File: config.mk
export PLATFORM = sky130hd
export DESIGN_NAME = cia_vec_stage
export DESIGN_NICKNAME = d
export VERILOG_FILES = /design/src/rtl/cia_pkg.sv /design/src/rtl/cia_vec_stage.sv
export SDC_FILE = /design/constraint.sdc
export NUM_CORES = 1
export LEC_CHECK = 0
export BUFFER_PORTS_ARGS = -buffer_cell sky130_fd_sc_hd__buf_2
export CAP_MARGIN = 20
export CORE_MARGIN = 3
export CORE_UTILIZATION = 57
export DETAILED_ROUTE_END_ITERATION = 16
export GPL_TIMING_DRIVEN = 0
export PLACE_DENSITY = 0.86
export SLEW_MARGIN = 40
export SYNTH_ARGS = -nofsm -noshare
export SYNTH_HDL_FRONTEND = slang
export SYNTH_SLANG_ARGS = --single-unit
export TNS_END_PERCENT = 1
File: constraint.sdc
create_clock -name vclk -period 7
set_input_delay 1.4 -clock vclk [all_inputs]
set_output_delay 1.4 -clock vclk [all_outputs]
set_load 0.01 [all_outputs]
File: src/rtl/cia_pkg.sv
package cia_pkg;

    localparam int DEF_FRAC_BITS    = 16;
    localparam int DEF_CORDIC_STEPS = 18;
    localparam int GUARD_BITS       = 4;
    localparam int TABLE_LEN        = 30;

    // Angles in radians, 30 fractional bits.
    localparam logic signed [35:0] ANG_PI      = 36'sd3373259426;
    localparam logic signed [35:0] ANG_HALF_PI = 36'sd1686629713;
    localparam logic signed [35:0] ANG_TWO_PI  = 36'sd6746518852;
    localparam logic [29:0]        INV_GAIN    = 30'd652032874;

    localparam logic [1:0] MODE_ADD = 2'd0;
    localparam logic [1:0] MODE_PAR = 2'd1;
    localparam logic [1:0] MODE_MUL = 2'd2;
    localparam logic [1:0] MODE_DIV = 2'd3;

    localparam logic [1:0] ST_OK   = 2'd0;
    localparam logic [1:0] ST_DIVZ = 2'd1;
    localparam logic [1:0] ST_OVF  = 2'd2;

    function automatic logic signed [35:0] atan_q30(input logic [4:0] i);
        logic signed [35:0] r;
        case (i)
            5'd0:    r = 36'sd843314856;
            5'd1:    r = 36'sd497837829;
            5'd2:    r = 36'sd263043836;
            5'd3:    r = 36'sd133525158;
            5'd4:    r = 36'sd67021686;
            5'd5:    r = 36'sd33543515;
            5'd6:    r = 36'sd16775850;
            5'd7:    r = 36'sd8388437;
            5'd8:    r = 36'sd4194282;
            5'd9:    r = 36'sd2097149;
            5'd10:   r = 36'sd1048575;
            5'd11:   r = 36'sd524287;
            5'd12:   r = 36'sd262143;
            5'd13:   r = 36'sd131071;
            5'd14:   r = 36'sd65535;
            5'd15:   r = 36'sd32767;
            5'd16:   r = 36'sd16383;
            5'd17:   r = 36'sd8191;
            5'd18:   r = 36'sd4095;
            5'd19:   r = 36'sd2047;
            5'd20:   r = 36'sd1023;
            5'd21:   r = 36'sd511;
            5'd22:   r = 36'sd255;
            5'd23:   r = 36'sd127;
            5'd24:   r = 36'sd63;
            5'd25:   r = 36'sd31;
            5'd26:   r = 36'sd15;
            5'd27:   r = 36'sd8;
            5'd28:   r = 36'sd4;
            5'd29:   r = 36'sd2;
            default: r = 36'sd0;
        endcase
        return r;
    endfunction

    // Phase sums and differences stay within (-2*pi, 2*pi], so one correction each way is enough.
    function automatic logic signed [35:0] wrap_ang(input logic signed [37:0] a);
        logic signed [37:0] t;
        t = a;
        if (t > 38'(ANG_PI))
        begin
            t = t - 38'(ANG_TWO_PI);
        end
        else if (t <= -38'(ANG_PI))
        begin
            t = t + 38'(ANG_TWO_PI);
        end
        return t[35:0];
    endfunction

    typedef struct packed {
        logic [1:0]         mode;
    } side_t;

endpackage

File: src/rtl/cia_vec_stage.sv
module cia_vec_stage #(
    parameter int SHIFT = 0
) (
    input  logic signed [39:0] x_in,
    input  logic signed [39:0] y_in,
    input  logic signed [35:0] z_in,
    input  logic               rot,
    output logic signed [39:0] x_out,
    output logic signed [39:0] y_out,
    output logic signed [35:0] z_out
);
    import cia_pkg::*;

    logic signed [39:0] dx;
    logic signed [39:0] dy;
    logic               up;

    assign dx = y_in >>> SHIFT;
    assign dy = x_in >>> SHIFT;
    assign up = rot ? (z_in >= 36'sd0) : (y_in <= 40'sd0);

    always_comb
    begin
        if (up)
        begin
            x_out = x_in - dx;
            y_out = y_in + dy;
            z_out = z_in - atan_q30(5'(SHIFT));
        end
        else
        begin
            x_out = x_in + dx;
            y_out = y_in - dy;
            z_out = z_in + atan_q30(5'(SHIFT));
        end
    end

endmodule

== After elaboration in Yosys (flattened, before gate mapping) ==
Cells that the tools add are included.
Word-level totals
  register bits: 0
  bits in latches: 0
  memory bits (writable): 0
  memory bits (read-only): 0
  bits of input ports: 117
  logic and storage cells: 11
  memories: 0
Operators by class
  add/sub/neg operators: 5
  $mul: 0
  div/mod/pow operators: 0
  $lt $le $gt $ge: 2
  equal/unequal tests: 0
  shift operators: 0
  multiplexer cells: 4
  bitwise gates (word level): 0
  reductions and logical operators: 0
Operators by type and width (count)
  $mux W40: 2
  $sub A40 B40 Y40: 2
  $add A40 B40 Y40: 1
  $le A40 B1 Y1 const B: 1
  $add A36 B31 Y36 const B: 1
  $ge A36 B1 Y1 const B: 1
  $mux W36: 1
  $sub A36 B31 Y36 const B: 1
  $mux W1: 1

== Depth between registers and ports, before layout ==
  depth in word-level cells: 3
  gate-level depth with buffers: 19
  gate-level depth less buffers: 17

== Worst setup path after synthesis ==
Ideal clock, no wire load.
  path type: input -> output
  from: input port y_in[2]
  to: output port z_out[33]
  data arrival time: 5.323 ns
  data required time: 5.600 ns
  path slack: 0.277 ns
  stages: 19
  buffers on the path: 2
  cell sequence: nor4_1 nand4_1 nor2_1 a41o_1 o21a_1 inv_1 clkbuf_1 clkbuf_1 fa_1 nand3b_1 a21oi_1 nor2_1 o31ai_2 a31oi_1 a2111oi_1 o21ai_1 nand2b_1 a21oi_1 xnor2_1
Between the ends
  word-level cells in the longest chain between the ends: 3
Ends and longest elaborated chain
  start, declared: line cia_vec_stage.sv:5  | input logic signed [39:0] y_in,
  $le A40 B1 Y1: line cia_vec_stage.sv:20  | assign up = rot ? (z_in >= 36'sd0) : (y_in <= 40'sd0);
  $mux W1: line cia_vec_stage.sv:20
  $mux W36: line cia_vec_stage.sv:24  | if (up)
  end, declared: line cia_vec_stage.sv:10  | output logic signed [35:0] z_out
No other way between the ends.

== Final worst setup path ==
  from: input port y_in[8]
  to: output port z_out[32]
Same word-level chain as after synthesis.

==> run_results.csv <==
group,metric,value,unit
outcome,status,"complete, no violations",
sta,finalHoldViolations,0,
pwr,cellLeakagePower,0.00502,uW
yosys,synth_nets,1598,
die,core-area,14700,um^2
die,die_height,129,um
placed_design,place_ws,-1.35,ns
routing,wl_per_cell,20.0,um
die,io_pins,233,
routing,topRoutingLayerUsed,"met4",
min_path,hold_path.class,"in2out",
yosys,netlist-cell-type-count,74,
layout,nFillCells,1296,
routing,drt-met1-wl,13.8,mm
routing,vias,11210,
layout,regArea,0,um^2
layout,layout_commonest_cell,"buf_2",
pwr,swShare,61.4,%
sta,finalSetupTns,0,ns
sta,slew_viol_final,0,
placed_design,dp_hpwl,28.8,mm
grt,grt_antenna_before_repair,0,
die,dieArea,16800,um^2
grt,overflow,0,
layout,final_core_util,70.3,%
die,start_util,59.1,%
sta,worst_hold_slack,2.98,ns
placed_design,gp_congestion,1.08,
layout,clkbuf_count,0,
yosys,synth.avg_cell_area,6.54,um^2
placed_design,io_buffers,230,
sta,relSlewSlack,39.9,%
sta,fin_ws,0.0100,ns
sta,fin_crit_sh,99.9,%
routing,first_pass_iters,7,
sta,report.final.setup_viol,0,
layout,layout-area-overhead-vs-synth,19.0,%
grt,grt_pass1_wl,52.7,mm
worst_setup_path,worstPathArrival,5.59,ns
run,cap_violations,0,
placed_design,post_dp_cell_area,10100,um^2
pwr,power.density,124,nW/um^2
grt,grt_pass1_vias,10184,
yosys,synth_cells,1328,
yosys,netlist_area,8680,um^2
grt,grt.total_usage,38.8,%
sta,period_minus_slack,6.99,ns
worst_setup_path,crit_required,5.60,ns
routing,drc,0,
routing,drt-total-wl,35.0,mm
routing,viasPerCell,6.40,
pwr,p_clk_share,0,%
die,rows,44,
routing,wl_met3,4.00,mm
pwr,pwr-share-comb,100.0,%
routing,dr_wl_met2,15.6,mm
layout,nNetsFinal,1840,
sta,max_freq,143,MHz
routing,first_iter_violations,1410,
layout,layout_common_cells,"buf_2 (240), a21oi_1 (181), ha_1 (149)",
pwr,irDropWorstVdd,0.0000822,V
layout,postLayoutCellArea,10300,um^2
routing,ant_nets,0,
worst_setup_path,start_kind,"input port",
layout,nFlopsAndLatches,0,
grt,grt_max_degree,28,
worst_setup_path,crit_type,"in2out",
pwr,p_int,495,uW
layout,num_antenna_cells,0,
die,dieWidth,129,um
worst_setup_path,cp_max_fo,27,
pwr,pwr-share-seq,0,%
worst_setup_path,critPathCaptureType,"output port",
yosys,yosysSeqAreaShare,0,%
yosys,yosysWarnings,0,
sta,tightest_slew,0.901,ns
pwr,power.switching,786,uW
layout,drive_gt1_share,19.4,%
layout,multi_input_area,8060,um^2
logic make-up (layout without fill, tap and decap cells):
kind of cell	count (synthesis)	in the layout	synth area share (%)
AOI/OAI and AO/OA	499	499	36.3
and+or+nand+nor	351	351	19.0
buffers and inverters	195	435	8.87
adders and majority gates	153	153	22.4
xor gates and xnor gates	108	108	10.9
muxes	22	22	2.54
critical path: stages:
cell and delay, ns:
buf_2 0.14, nor4_2 0.35, nand2_1 0.22, nor2_2 0.23, a41o_1 0.26, o21a_4 0.21
buf_8 0.20, buf_16 0.21, ha_1 0.28, a211oi_2 0.23, o21ai_1 0.12, a31oi_2 0.24
o21ai_1 0.17, a22o_1 0.24, or2_1 0.23, nand2_1 0.09, nand2_1 0.09, a211oi_2 0.30
xnor2_1 0.19, buf_2 0.18
layer usage:
layer,vias up,GRT usage (%)
met2,773,63.9
met4,0,14.2
li1,5239,-
met1,5066,52.4
met5,-,0
met3,132,4.00
final cells by class:
cell class         count  share of cell area [%]
repair buffers       241                    12.0
plain buffers         57                    2.87
inverters            137                    5.01
well taps            184                    2.23
multi-input cells   1133                    77.9
synthesized netlist by cell type, drive strengths merged, types with 3 or more instances:
library cell | number | area, um^2
a21oi | 185 | 933
ha | 149 | 1860
inv | 135 | 507
nor2 | 132 | 495
o21ai | 110 | 554
xnor2 | 91 | 797
nand2 | 73 | 274
o21bai | 40 | 304
a21o | 39 | 293
clkbuf | 34 | 128
nor3 | 30 | 150
buf | 24 | 129
nand4 | 24 | 150
mux2i | 22 | 220
nand3 | 20 | 100
a211oi | 19 | 153
o211ai | 17 | 128
xor2 | 17 | 149
a31oi | 16 | 100
nor2b | 16 | 103
nor4 | 15 | 93.8
a221oi | 11 | 103
o31ai | 11 | 92.6
nand2b | 10 | 62.6
o21a | 9 | 68.8
and3 | 8 | 50.1
o41ai | 8 | 77.6
a2111oi | 5 | 88.8
or3 | 5 | 31.3
fa | 4 | 80.1
o22ai | 4 | 25.0
or4 | 4 | 30.0
a21boi | 3 | 22.5
a311oi | 3 | 32.5
and2 | 3 | 18.8
nand3b | 3 | 22.5
o221ai | 3 | 26.3
or2 | 3 | 18.8
power groups by stage:
stage / Combinational [uW] / Clock (uW) / Sequential (uW)
after floorplan: 790 / 0 / 0
after detailed placement: 1210 / 0 / 0
after CTS: 1230 / 0 / 0
final: 1280 / 0 / 0
after global routing: 1380 / 0 / 0
after global placement: 1200 / 0 / 0
metrics by stage:
| step | cells | total power (uW) |
|---|---|---|
| 2_1_floorplan | 1328 | 790 |
| 3_3_place_gp | 1742 | 1200 |
| 3_5_place_dp | 1743 | 1210 |
| 4_1_cts | 1743 | 1230 |
| 5_1_grt | 1752 | 1380 |
| 6_report | 1752 | 1280 |
worst paths after layout:
check,start,endpoint,slack (ns),cells past startpoint
setup / recovery,y_in[8],z_out[32],0.01,20
hold / removal,z_in[2],z_out[2],2.98,2
repair_timing:
| action | in CTS | in global routing |
|---|---|---|
| resized for setup | 23 | 18 |
| buffers inserted | 1 | 10 |
| hold buffers | 0 | 0 |
| pin swaps | 1 | 14 |
| endpoints found under the setup margin | 24 | 12 |
(Power assumes the default switching activity.)
